File: config.mk
export PLATFORM = sky130hd
export DESIGN_NAME = voice_alloc_filter_envelope
export DESIGN_NICKNAME = d
export VERILOG_FILES = /design/src/rtl/core/vafe_pkg.sv /design/src/rtl/core/voice_alloc_filter_envelope.sv /design/src/rtl/core/vafe_div.sv
export SDC_FILE = /design/constraint.sdc
export NUM_CORES = 2
export LEC_CHECK = 0
export ABC_CLOCK_PERIOD_IN_PS = 9050
export BUFFER_PORTS_ARGS = -buffer_cell sky130_fd_sc_hd__buf_2
export CAP_MARGIN = 5
export CORE_MARGIN = 2
export CORE_UTILIZATION = 59
export CTS_CLUSTER_SIZE = 8
export DETAILED_ROUTE_END_ITERATION = 12
export PLACE_DENSITY = 0.86
export SYNTH_ARGS = -nofsm -noshare
export SYNTH_HDL_FRONTEND = slang
export SYNTH_SLANG_ARGS = --single-unit
File: constraint.sdc
create_clock -name clk -period 9.05 [get_ports clk]
set_input_delay 0.4525 -clock clk [delete_from_list [all_inputs] [get_ports clk]]
set_output_delay 0.4525 -clock clk [all_outputs]
set_load 0.01 [all_outputs]
File: src/rtl/core/vafe_pkg.sv
// ----------------------------------------------------------------------------
// vafe_pkg
// Shared types and constants of the voice allocator with filter envelopes.
// ----------------------------------------------------------------------------
`default_nettype none

package vafe_pkg;

	localparam int VOICES  = 6;
	localparam int VIDX_W  = (VOICES > 1) ? $clog2(VOICES) : 1;
	localparam int VOICE_W = 3;

	localparam logic [16:0] ONE_Q16   = 17'd65536;
	localparam logic [7:0]  FREE_NOTE = 8'd255;

	localparam logic [2:0] PH_IDLE    = 3'd0;
	localparam logic [2:0] PH_ATTACK  = 3'd1;
	localparam logic [2:0] PH_DECAY   = 3'd2;
	localparam logic [2:0] PH_SUSTAIN = 3'd3;
	localparam logic [2:0] PH_RELEASE = 3'd4;

	localparam logic [1:0] OP_NOTE_ON  = 2'd0;
	localparam logic [1:0] OP_NOTE_OFF = 2'd1;
	localparam logic [1:0] OP_TICK     = 2'd2;

	localparam logic [2:0] REG_ATTACK  = 3'd0;
	localparam logic [2:0] REG_DECAY   = 3'd1;
	localparam logic [2:0] REG_SUSTAIN = 3'd2;
	localparam logic [2:0] REG_RELEASE = 3'd3;
	localparam logic [2:0] REG_BASE    = 3'd4;
	localparam logic [2:0] REG_AMOUNT  = 3'd5;

	localparam logic [14:0] CUTOFF_MIN = 15'd500;
	localparam logic [14:0] CUTOFF_MAX = 15'd20000;

	localparam logic       KIND_REPORT = 1'b0;
	localparam logic       KIND_CUTOFF = 1'b1;

	typedef struct packed {
		logic [1:0]  operation;
		logic [6:0]  note;
		logic [15:0] elapsed_ms;
	} in_item_t;

	typedef struct packed {
		logic        result_kind;
		logic [2:0]  voice;
		logic        note_hit;
		logic        voice_stolen;
		logic [14:0] cutoff_hz;
		logic        last;
	} out_item_t;

	typedef struct packed {
		logic start;
		logic done;
	} div_ctl_t;

endpackage

`default_nettype wire

File: src/rtl/core/voice_alloc_filter_envelope.sv
// ----------------------------------------------------------------------------
// voice_alloc_filter_envelope
// Polyphonic voice allocator with a linear ADSR filter envelope per voice.
// ----------------------------------------------------------------------------
// One item is taken at a time. A note on or note off goes to a report state,
// after a scan over every voice when a voice has to be stolen. A tick with
// nonzero elapsed time runs each voice in turn; a voice mid-ramp in attack,
// decay or release goes through one shared 33-step restoring divider, and
// every voice passes two cutoff multiply stages; a stalled result beat holds
// the block up. Ticks with zero elapsed time and operation code 3 are dropped.
`default_nettype none

module voice_alloc_filter_envelope (
	input  wire logic                clk,
	input  wire logic                arst_n,
	input  wire logic                in_valid,
	output logic                     in_stall,
	input  wire vafe_pkg::in_item_t  in_data,
	output logic                     out_valid,
	input  wire logic                out_stall,
	output vafe_pkg::out_item_t      out_data,
	input  wire logic                psel,
	input  wire logic                penable,
	input  wire logic                pwrite,
	input  wire logic [4:0]          paddr,
	input  wire logic [31:0]         pwdata,
	output logic [31:0]              prdata,
	output logic                     pready
);
	import vafe_pkg::*;

	localparam logic [3:0] ST_IDLE   = 4'd0;
	localparam logic [3:0] ST_SCAN   = 4'd1;
	localparam logic [3:0] ST_REPORT = 4'd2;
	localparam logic [3:0] ST_ADV    = 4'd3;
	localparam logic [3:0] ST_MUL    = 4'd4;
	localparam logic [3:0] ST_DSTART = 4'd5;
	localparam logic [3:0] ST_DIV    = 4'd6;
	localparam logic [3:0] ST_CM1    = 4'd7;
	localparam logic [3:0] ST_CM2    = 4'd8;
	localparam logic [3:0] ST_COUT   = 4'd9;

	// configuration
	logic [15:0] attack_q, decay_q, release_q;
	logic [16:0] sustain_q;
	logic [14:0] base_q;
	logic [17:0] amount_q;

	// voice state
	logic [7:0]  held_q   [VOICES];
	logic [31:0] age_q    [VOICES];
	logic [2:0]  phase_q  [VOICES];
	logic [31:0] pms_q    [VOICES];
	logic [16:0] level_q  [VOICES];
	logic [31:0] age_count_q;

	logic [3:0]        state_q;
	logic [1:0]        op_q;
	logic [6:0]        note_q;
	logic [15:0]       dt_q;
	logic [VIDX_W-1:0] v_q;
	logic [VIDX_W-1:0] best_q;
	logic              hit_q, stolen_q, found_q;
	logic [1:0]        mode_q;
	logic [15:0]       mul_a_q;
	logic [16:0]       mul_b_q;
	logic [15:0]       den_q;
	logic [32:0]       num_s1;
	logic signed [35:0] prod_s1;
	logic signed [49:0] prod_s2;

	logic      out_valid_q;
	out_item_t out_q;
	logic      out_ok;
	logic      out_set;

	div_ctl_t    dstat;
	logic [16:0] quot;

	logic              wr_en;
	logic [VIDX_W-1:0] hit_idx, free_idx;
	logic              hit_any, free_any;
	logic [16:0]       sus;
	logic [32:0]       tsum;
	logic [31:0]       t;
	logic [VIDX_W-1:0] nbest;
	logic signed [15:0] cq;
	logic signed [16:0] hz;
	logic [14:0]       hz_c;
	logic [31:0]       new_age;

	assign pready   = 1'b1;
	assign wr_en    = psel && penable && pwrite;
	assign in_stall = (state_q != ST_IDLE);
	assign out_ok   = !out_valid_q || !out_stall;
	assign out_set  = ((state_q == ST_REPORT) || (state_q == ST_COUT)) && out_ok;
	assign out_valid = out_valid_q;
	assign out_data  = out_q;

	assign sus  = (sustain_q > ONE_Q16) ? ONE_Q16 : sustain_q;
	assign tsum = {1'b0, pms_q[v_q]} + {17'b0, dt_q};
	assign t    = tsum[32] ? 32'hFFFF_FFFF : tsum[31:0];
	assign nbest = (age_q[v_q] < age_q[best_q]) ? v_q : best_q;
	assign new_age = (age_count_q == 32'hFFFF_FFFF) ? age_count_q : age_count_q + 32'd1;

	// first voice holding the note, first free voice
	always_comb begin
		hit_idx  = '0;
		free_idx = '0;
		hit_any  = 1'b0;
		free_any = 1'b0;
		for (int i = VOICES - 1; i >= 0; i--) begin
			if (held_q[i] == {1'b0, in_data.note}) begin
				hit_idx = VIDX_W'(i);
				hit_any = 1'b1;
			end
			if (held_q[i] == FREE_NOTE) begin
				free_idx = VIDX_W'(i);
				free_any = 1'b1;
			end
		end
	end

	// floor of the scaled product, then clamp
	assign cq = prod_s2[47:32];
	assign hz = $signed({2'b00, base_q}) + $signed({cq[15], cq});
	always_comb begin
		priority if (hz < $signed({2'b00, CUTOFF_MIN}))
			hz_c = CUTOFF_MIN;
		else if (hz > $signed({2'b00, CUTOFF_MAX}))
			hz_c = CUTOFF_MAX;
		else
			hz_c = hz[14:0];
	end

	always_comb begin
		unique case (paddr[4:2])
			REG_ATTACK:  prdata = {16'b0, attack_q};
			REG_DECAY:   prdata = {16'b0, decay_q};
			REG_SUSTAIN: prdata = {15'b0, sustain_q};
			REG_RELEASE: prdata = {16'b0, release_q};
			REG_BASE:    prdata = {17'b0, base_q};
			REG_AMOUNT:  prdata = {14'b0, amount_q};
			default:     prdata = '0;
		endcase
	end

	always_ff @(posedge clk or negedge arst_n) begin
		if (!arst_n) begin
			attack_q  <= 16'd5;
			decay_q   <= 16'd300;
			sustain_q <= 17'd49152;
			release_q <= 16'd300;
			base_q    <= 15'd8000;
			amount_q  <= 18'd32768;
		end else if (wr_en) begin
			unique case (paddr[4:2])
				REG_ATTACK:  attack_q  <= pwdata[15:0];
				REG_DECAY:   decay_q   <= pwdata[15:0];
				REG_SUSTAIN: sustain_q <= pwdata[16:0];
				REG_RELEASE: release_q <= pwdata[15:0];
				REG_BASE:    base_q    <= pwdata[14:0];
				REG_AMOUNT:  amount_q  <= pwdata[17:0];
				default: ;
			endcase
		end
	end

	vafe_div u_div (
		.clk    (clk),
		.arst_n (arst_n),
		.start  (state_q == ST_DSTART),
		.num    (num_s1),
		.den    (den_q),
		.stat   (dstat),
		.quot   (quot)
	);

	// datapath registers without reset
	always_ff @(posedge clk) begin
		num_s1  <= {16'b0, mul_a_q} * {16'b0, mul_b_q};
		prod_s1 <= $signed(amount_q) * $signed({1'b0, level_q[v_q]});
		prod_s2 <= prod_s1 * $signed(14'sd8000);
	end

	always_ff @(posedge clk or negedge arst_n) begin
		if (!arst_n) begin
			state_q     <= ST_IDLE;
			out_valid_q <= 1'b0;
			out_q       <= '0;
			age_count_q <= '0;
			op_q        <= '0;
			note_q      <= '0;
			dt_q        <= '0;
			v_q         <= '0;
			best_q      <= '0;
			hit_q       <= 1'b0;
			stolen_q    <= 1'b0;
			found_q     <= 1'b0;
			mode_q      <= '0;
			mul_a_q     <= '0;
			mul_b_q     <= '0;
			den_q       <= '0;
			for (int i = 0; i < VOICES; i++) begin
				held_q[i]  <= FREE_NOTE;
				age_q[i]   <= '0;
				phase_q[i] <= PH_IDLE;
				pms_q[i]   <= '0;
				level_q[i] <= '0;
			end
		end else begin
			if (out_set)
				out_valid_q <= 1'b1;
			else if (out_valid_q && !out_stall)
				out_valid_q <= 1'b0;
			unique case (state_q)
				ST_IDLE: begin
					if (in_valid) begin
						op_q     <= in_data.operation;
						note_q   <= in_data.note;
						dt_q     <= in_data.elapsed_ms;
						stolen_q <= 1'b0;
						if (in_data.operation == OP_NOTE_ON) begin
							hit_q   <= hit_any;
							found_q <= 1'b1;
							if (hit_any) begin
								v_q     <= hit_idx;
								state_q <= ST_REPORT;
							end else if (free_any) begin
								v_q     <= free_idx;
								state_q <= ST_REPORT;
							end else begin
								v_q      <= '0;
								best_q   <= '0;
								stolen_q <= 1'b1;
								state_q  <= ST_SCAN;
							end
						end else if (in_data.operation == OP_NOTE_OFF) begin
							hit_q   <= hit_any;
							found_q <= hit_any;
							v_q     <= hit_any ? hit_idx : '0;
							state_q <= ST_REPORT;
						end else if (in_data.operation == OP_TICK &&
							in_data.elapsed_ms != 16'd0) begin
							v_q     <= '0;
							state_q <= ST_ADV;
						end
					end
				end
				ST_SCAN: begin
					// oldest age wins, lowest index on a tie
					if (v_q == VIDX_W'(VOICES - 1)) begin
						v_q     <= nbest;
						state_q <= ST_REPORT;
					end else begin
						best_q <= nbest;
						v_q    <= v_q + VIDX_W'(1);
					end
				end
				ST_REPORT: begin
					if (out_ok) begin
						if (op_q == OP_NOTE_ON) begin
							phase_q[v_q] <= PH_ATTACK;
							pms_q[v_q]   <= '0;
							level_q[v_q] <= '0;
							held_q[v_q]  <= {1'b0, note_q};
							age_count_q  <= new_age;
							age_q[v_q]   <= new_age;
						end else if (found_q) begin
							phase_q[v_q] <= PH_RELEASE;
							pms_q[v_q]   <= '0;
							held_q[v_q]  <= FREE_NOTE;
						end
						out_q.result_kind  <= KIND_REPORT;
						out_q.voice        <= VOICE_W'(v_q);
						out_q.note_hit     <= hit_q;
						out_q.voice_stolen <= stolen_q;
						out_q.cutoff_hz    <= '0;
						out_q.last         <= 1'b1;
						state_q            <= ST_IDLE;
					end
				end
				ST_ADV: begin
					mode_q <= phase_q[v_q][1:0];
					unique case (phase_q[v_q])
						PH_ATTACK: begin
							if (attack_q == 16'd0 || t >= {16'b0, attack_q}) begin
								level_q[v_q] <= ONE_Q16;
								phase_q[v_q] <= PH_DECAY;
								pms_q[v_q]   <= '0;
								state_q      <= ST_CM1;
							end else begin
								pms_q[v_q] <= t;
								mul_a_q    <= t[15:0];
								mul_b_q    <= ONE_Q16;
								den_q      <= attack_q;
								state_q    <= ST_MUL;
							end
						end
						PH_DECAY: begin
							pms_q[v_q] <= t;
							if (decay_q == 16'd0 || t >= {16'b0, decay_q}) begin
								level_q[v_q] <= sus;
								phase_q[v_q] <= PH_SUSTAIN;
								state_q      <= ST_CM1;
							end else begin
								mul_a_q <= t[15:0];
								mul_b_q <= ONE_Q16 - sus;
								den_q   <= decay_q;
								state_q <= ST_MUL;
							end
						end
						PH_SUSTAIN: begin
							pms_q[v_q]   <= t;
							level_q[v_q] <= sus;
							state_q      <= ST_CM1;
						end
						PH_RELEASE: begin
							pms_q[v_q] <= t;
							if (release_q == 16'd0 || t >= {16'b0, release_q}) begin
								level_q[v_q] <= '0;
								phase_q[v_q] <= PH_IDLE;
								state_q      <= ST_CM1;
							end else begin
								mul_a_q <= release_q - t[15:0];
								mul_b_q <= sus;
								den_q   <= release_q;
								state_q <= ST_MUL;
							end
						end
						default: begin
							pms_q[v_q]   <= t;
							level_q[v_q] <= '0;
							state_q      <= ST_CM1;
						end
					endcase
				end
				ST_MUL:    state_q <= ST_DSTART;
				ST_DSTART: state_q <= ST_DIV;
				ST_DIV: begin
					if (dstat.done) begin
						// decay counts down from one, the others take the quotient
						if (mode_q == PH_DECAY[1:0])
							level_q[v_q] <= ONE_Q16 - quot;
						else
							level_q[v_q] <= quot;
						state_q <= ST_CM1;
					end
				end
				ST_CM1: state_q <= ST_CM2;
				ST_CM2: state_q <= ST_COUT;
				ST_COUT: begin
					if (out_ok) begin
						out_q.result_kind  <= KIND_CUTOFF;
						out_q.voice        <= VOICE_W'(v_q);
						out_q.note_hit     <= 1'b0;
						out_q.voice_stolen <= 1'b0;
						out_q.cutoff_hz    <= hz_c;
						out_q.last         <= (v_q == VIDX_W'(VOICES - 1));
						if (v_q == VIDX_W'(VOICES - 1)) begin
							state_q <= ST_IDLE;
						end else begin
							v_q     <= v_q + VIDX_W'(1);
							state_q <= ST_ADV;
						end
					end
				end
				default: state_q <= ST_IDLE;
			endcase
		end
	end

endmodule

`default_nettype wire

File: src/rtl/core/vafe_div.sv
// ----------------------------------------------------------------------------
// vafe_div
// Restoring divider, one quotient bit per cycle, 33-bit dividend by 16 bits.
// ----------------------------------------------------------------------------
`default_nettype none

module vafe_div (
	input  wire logic                 clk,
	input  wire logic                 arst_n,
	input  wire logic                 start,
	input  wire logic [32:0]          num,
	input  wire logic [15:0]          den,
	output vafe_pkg::div_ctl_t        stat,
	output logic [16:0]               quot
);
	import vafe_pkg::*;

	logic [32:0] q_q;
	logic [15:0] rem_q;
	logic [15:0] den_q;
	logic [5:0]  cnt_q;
	logic        busy_q;
	logic        done_q;
	logic [16:0] sh;
	logic        fit;

	assign sh  = {rem_q, q_q[32]};
	assign fit = (sh >= {1'b0, den_q});

	always_ff @(posedge clk or negedge arst_n) begin
		if (!arst_n) begin
			busy_q <= 1'b0;
			done_q <= 1'b0;
			cnt_q  <= '0;
		end else begin
			done_q <= 1'b0;
			if (start) begin
				busy_q <= 1'b1;
				cnt_q  <= 6'd33;
			end else if (busy_q) begin
				cnt_q <= cnt_q - 6'd1;
				if (cnt_q == 6'd1) begin
					busy_q <= 1'b0;
					done_q <= 1'b1;
				end
			end
		end
	end

	always_ff @(posedge clk) begin
		if (start) begin
			q_q   <= num;
			rem_q <= '0;
			den_q <= den;
		end else if (busy_q) begin
			q_q   <= {q_q[31:0], fit};
			rem_q <= fit ? 16'(sh - {1'b0, den_q}) : sh[15:0];
		end
	end

	assign stat.start = busy_q;
	assign stat.done  = done_q;
	assign quot       = q_q[16:0];

endmodule

`default_nettype wire

== Word level (Yosys, flattened, before mapping) ==
Index checks and enable logic that the tools add are counted.

* Equality and inequality tests: 56
* Muxes and demuxes: 152
* $lt $le $gt $ge: 11
* Multiply operators: 3
* Add/subtract/negate cells: 9
* Reductions and logical operators: 50
* Bitwise gates (word level): 24

{| class="wikitable"
|+ Operators with widths
! cell !! count
|-
| $mux 192 || 5
|-
| $mux 102 || 7
|-
| $pmux 102 s4 || 1
|-
| $bwmux 192 || 2
|-
| $pmux 192 s2 || 1
|-
| $bwmux 102 || 3
|-
| $pmux 102 s3 || 1
|-
| $bmux 32 s3 || 3
|-
| $mux 32 || 9
|-
| $and 192x192->192 || 1
|-
| $not 192->192 || 1
|-
| $mux 17 || 7
|-
| $mux 16 || 7
|-
| $mux 18 || 6
|-
| $pmux 18 s6 || 1
|-
| $and 102x102->102 || 1
|-
| $not 102->102 || 1
|-
| $and 96x96->96 || 1
|-
| $demux 32 s3 || 1
|-
| $ge 32x16->1 || 3
|-
| $mux 48 || 2
|-
| $not 96->96 || 1
|-
| $pmux 16 s3 || 2
|-
| $mux 3 || 31
|-
| other kinds (84) || 207
|}

* Bits in registers: 978
* Logic and storage cells: 371
* Output and inout bits: 57
* Input port bits: 69

== Depth between registers and ports, before layout ==
* Word-level depth: 12
* Depth in mapped cells: 36
* Gate-level depth less buffers: 29

== Hierarchy ==
A second synthesis with hierarchy kept.

* Cells, all modules: 7,509
* Area total of the unflattened synthesis: 74,037.3 um2

{| class="wikitable"
|+ By module, submodules not included
! module !! cells each !! area each (um2) !! sequential area each (um2) !! instances
|-
| voice_alloc_filter_envelope || 7,175 || 70,122.3 || 21,654.5 || 1
|-
| vafe_div || 334 || 3,915.0 || 1,991.9 || 1
|}

== Least setup slack after synthesis ==
No wires, ideal clock.

* Kind: reg2reg
* From: register v_q[0]
* To: register prod_s1[33]
* Path slack: 0.581 ns
* Cell stages (with the launch flop): 35
* Arrival: 8.317 ns
* Buffers on the path: 7
* Period minus slack after synthesis: 8.469 ns
* Data required time: 8.898 ns
* Setup time: 0.152 ns
* Cells stage by stage: dfrtp_1 buf_4 buf_4 buf_4 buf_2 buf_1 buf_1 mux2i_1 nor2_1 a21oi_1 o22ai_1 clkbuf_1 nand2_1 fa_1 inv_1 fa_1 inv_1 fa_1 inv_1 fa_1 inv_1 fa_1 inv_1 fa_1 ha_1 a21o_1 a21oi_1 o21ai_0 a211oi_1 nor3_1 a311oi_1 a211o_1 a31oi_1 a21oi_1 o311ai_0

* Longest elaborated chain between the ends: 5

{| class="wikitable"
|+ RTL lines
! what !! line !! RTL
|-
| from (decl) || voice_alloc_filter_envelope.sv:61 || <nowiki>logic [VIDX_W-1:0] v_q;</nowiki>
|-
| from (signal assigned) || voice_alloc_filter_envelope.sv:227 || <nowiki>v_q <= hit_idx;</nowiki>
|-
| from (signal assigned) || voice_alloc_filter_envelope.sv:230 || <nowiki>v_q <= free_idx;</nowiki>
|-
| from (signal assigned) || voice_alloc_filter_envelope.sv:241 || <nowiki>v_q <= hit_any ? hit_idx : '0;</nowiki>
|-
| $not 3->4 (implied by the code) || voice_alloc_filter_envelope.sv:182 || <nowiki>prod_s1 <= $signed(amount_q) * $signed({1'b0, level_q[v_q]});</nowiki>
|-
| $bmux 17 s3 || voice_alloc_filter_envelope.sv:182 ||
|-
| $mux 17 (implied by the code) (2 in series) || voice_alloc_filter_envelope.sv:182 ||
|-
| $mul 18x18->36 || voice_alloc_filter_envelope.sv:182 ||
|-
| to (signal assigned) || voice_alloc_filter_envelope.sv:182 ||
|-
| to (decl) || voice_alloc_filter_envelope.sv:69 || <nowiki>logic signed [35:0] prod_s1;</nowiki>
|}

No other way between the ends. The select of a mux whose other input is x is not followed.
A chain may end at the register's enable or synchronous reset.

== Worst setup path after layout ==
* From: register v_q[2]
* To: register prod_s1[33]

The elaborated chain is that of the path after synthesis.

==> out/qor.yml <==
run_status:
  status: "finished clean"
sta:
  period_share_pct: 96.6
  worst_pin_slew_ns: 1.28
  setup_viol: 0
  setup_tns_ns: 0
  maxSlewHeadroom_pct: 14.8
  rsz0062_at_grt: "false"
  finalMaxSlewViolations: 0
  fmax_ghz: 0.114
  fin_crit_ns: 8.74
  clock_skew_ns: 0.0461
  fin_ws_ns: 0.311
  hold_viol: 0
  hold_slack_ns: 0.0251
placed_design:
  portBuffers: 94
  gp_congestion: 0.961
  dpl-instance-area_mm2: 0.0759
  place_ws_ns: 0.493
  hpwl_mm: 139
grt:
  antenna_found_initial: 2
  grt.overflow.total: 0
  first_global_vias: 60264
  grt_usage_pct: 32.2
  grt_pass1_wl_mm: 325
  grt_max_degree: 180
job:
  timing.max_cap.violations: 0
power_and_ir_drop:
  worst_ir_drop_vdd_uv: 320
  seq_power_share_pct: 27.3
  p_clk_share_pct: 20.8
  internal_power_mw: 13.1
  combPwrFrac_pct: 51.9
  leakage_nw: 37.6
  p_sw_share_pct: 46.1
  switching_power_mw: 11.2
  power_per_cell_area_mw_per_mm2: 302
yosys:
  synthAdderAreaFrac_pct: 25.6
  ys_seq_area_share_pct: 31.9
  ys.warnings.count: 0
  synthXorXnorAreaFrac_pct: 3.03
  yosysTopAreaCell: "dfrtp_1"
  syn-cell-area_mm2: 0.0741
  syn_area_per_cell_um2: 9.94
  ys_ff_latch: 952
  postSynthCellCount: 7454
  synth-simple-area-share_pct: 12.2
  yosysTopAreaCellShare_pct: 24.8
  synth_cell_types: 103
  synthFlopType: "dfrtp_1"
  synth_edf_count: 49
  synth.area.mux_share_pct: 7.43
  async_reset_ff_share_pct: 84.2
  synthTopCellsByArea: "dfrtp_1 (25%), fa_1 (18%), ha_1 (7.8%), nand2_1 (5.1%), inv_1 (4.5%)"
  synth_top_family_by_area: "adder cells"
  synth_compound_area_share_pct: 13.0
die:
  num_rows: 130
  core-area_mm2: 0.125
  die_y_um: 358
  initial_core_util_pct: 59.2
  ioPinCount: 126
  die-area_mm2: 0.128
  dieWidth_um: 358
clock_network:
  cts_max_level: 4
  cts_tree: "yes"
  clk_pin_slew_worst_paths_ns: 0.05
  clockRootBuffer: "clkbuf_16"
  clock-sinks: 952
  cts_buffer_depth: 3
  clk_latency_ns: 0.78
  post-cts-setup-buffers: 0
  cts-buffers-inserted: 140
drt:
  wl_per_cell_um: 22.2
  antenna_left: 0
  wl_mm: 202
  drc: 0
  dr_total_vias: 57758
  drt_iter0_markers: 5991
  routed_via_density: 6.33
  firstDrtPassIters: 8
worst_setup_path:
  path_max_fanout: 26
  crit_path_max_incr_delay_ns: 0.74
  crit_arrival_ns: 9.35
  crit_type: "reg2reg"
  path_common_cell: "fa_1"
  critPathLaunchType: "register"
  end_kind: "register"
  worst_ep_required_time_ns: 9.67
  slowest_stage: "dfrtp_2"
layout:
  layout.nets: 8590
  finalInstanceArea_mm2: 0.0803
  drive_above_1_share_pct: 10.7
  area_growth_pct: 8.33
worst_hold_path:
  min_path_type: "in2reg"
metrics by stage:
stage	power (mW)	std cells	utilization (%)
floorplan	14.8	7467	-
detailed placement	18.7	8890	60.6
global route	25.8	9130	64.2
finish	24.2	9131	64.2
global placement	18.1	8890	60.6
CTS	23.9	9129	64.2
power groups by stage:
stage | clock network (mW) | logic [mW] | registers [mW]
after global placement | 0 | 11.6 | 6.54
final | 5.04 | 12.6 | 6.62
after detailed placement | 0 | 12.1 | 6.61
after global routing | 5.26 | 13.8 | 6.72
after CTS | 5.08 | 12.3 | 6.56
after floorplan | 0 | 8.90 | 5.95
synthesized netlist by cell type, types with 29 or more instances:
cell type and n:
nor3_1 58, dfxtp_1 101, mux4_2 50, clkbuf_1 307, edfxtp_1 49, xor2_1 106, and2_1 253, a22oi_1 155
nor4_1 43, mux2_2 248, nor2_1 297, o21ai_1 42, o22ai_1 48, a211oi_1 39, nand3_1 95, mux2i_1 127
o21ai_0 414, inv_1 882, a21oi_1 194, dfrtp_1 735, fa_1 660, nand4_1 47, nand2_1 1007, nand2b_1 32
dfstp_2 67, a32o_1 200, o221ai_1 30, a21o_1 71, nor2b_1 29, xnor2_1 150, ha_1 459, buf_1 44
final timing paths:
check                           cells after the start  slack, ns  startpoint        endpoint
worst max register to register                     27       0.31      v_q[2]     prod_s1[33]
worst min-delay path                                2       0.03  in_data[6]         dt_q[6]
min in group asynchronous                           2       0.32      arst_n       pms_q[47]
worst min register to register                      0       0.44    den_q[4]  u_div.den_q[4]
worst max-delay path                               27       0.31      v_q[2]     prod_s1[33]
max in group asynchronous                           4       6.51      arst_n       best_q[0]
cells in the final DEF (no fill, tap or decap), drive strengths merged, types with 101 or more instances in the layout:
cell    synthesis  final
ha            459    459
xor2          106    106
nor2          297    297
fa            660    660
a21oi         194    194
dfxtp         101    101
inv           882    887
clkbuf        307    201
buf           108    188
xnor2         150    150
a32o          200    200
o21ai         456    456
mux2          273    273
dfrtp         735    735
a22oi         156    156
mux2i         128    128
nand2        1013   1013
and2          254    254
worst max-delay path, delay by kind of cell, from the launching register on:
kind / cells / cell delay, ns
adders and majority gates: 7 / 3.46
AOI/OAI and AO/OA: 9 / 2.35
and+or+nand+nor: 4 / 1.24
buffers and inverters: 7 / 0.77
DFF: 1 / 0.74
layer usage:
metal | up-vias | wire length [µm] | GRT usage, %
met1 | 28795 | 75300 | 40.7
met3 | 750 | 19400 | 6.70
met2 | 3135 | 95000 | 51.5
met5 | - | 12 | 0
li1 | 25076 | - | -
met4 | 2 | 12700 | 18.6
what timing repair did:
action                     in CTS  in global routing
resized for setup               0                  1
hold endpoints to repair      115                  0
hold buffers                   19                  0
setup endpoints to repair       0                  2
final cells by class:
type,count,area (µm²)
clock buffers,200,3780
clock inverters,20,440
diodes,1,2.50
inverters,884,3320
well taps,1650,2060
flip-flops and latches,952,23700
multi-input cells,5216,45500
repair buffers,208,1520
fillers,9310,44800
logic make-up after synthesis:
| family | count (synthesis) |
|---|---|
| AND/OR/NAND/NOR | 1964 |
| AO/OA/AOI/OAI | 1411 |
| buffers and inverters | 1299 |
| adder cells (fa/ha/maj) | 1119 |
| flip-flops | 952 |
| multiplexers | 451 |
| XOR/XNOR | 256 |
| other | 2 |
registers in the layout, summed over array words and instances (netlist names), 16 cells and up, named ones only:
name,flops
held_q,48
u_div.den_q,16
u_div.rem_q,16
prod_s2,16
mul_a_q,16
decay_q,16
amount_q,18
dt_q,16
mul_b_q,17
sustain_q,17
num_s1,33
u_div.q_q,33
pms_q,192
attack_q,16
level_q,102
age_count_q,32
prod_s1,36
release_q,16
age_q,192
out_data,22
den_q,16
No activity file was read; power rests on OpenSTA's default activity.
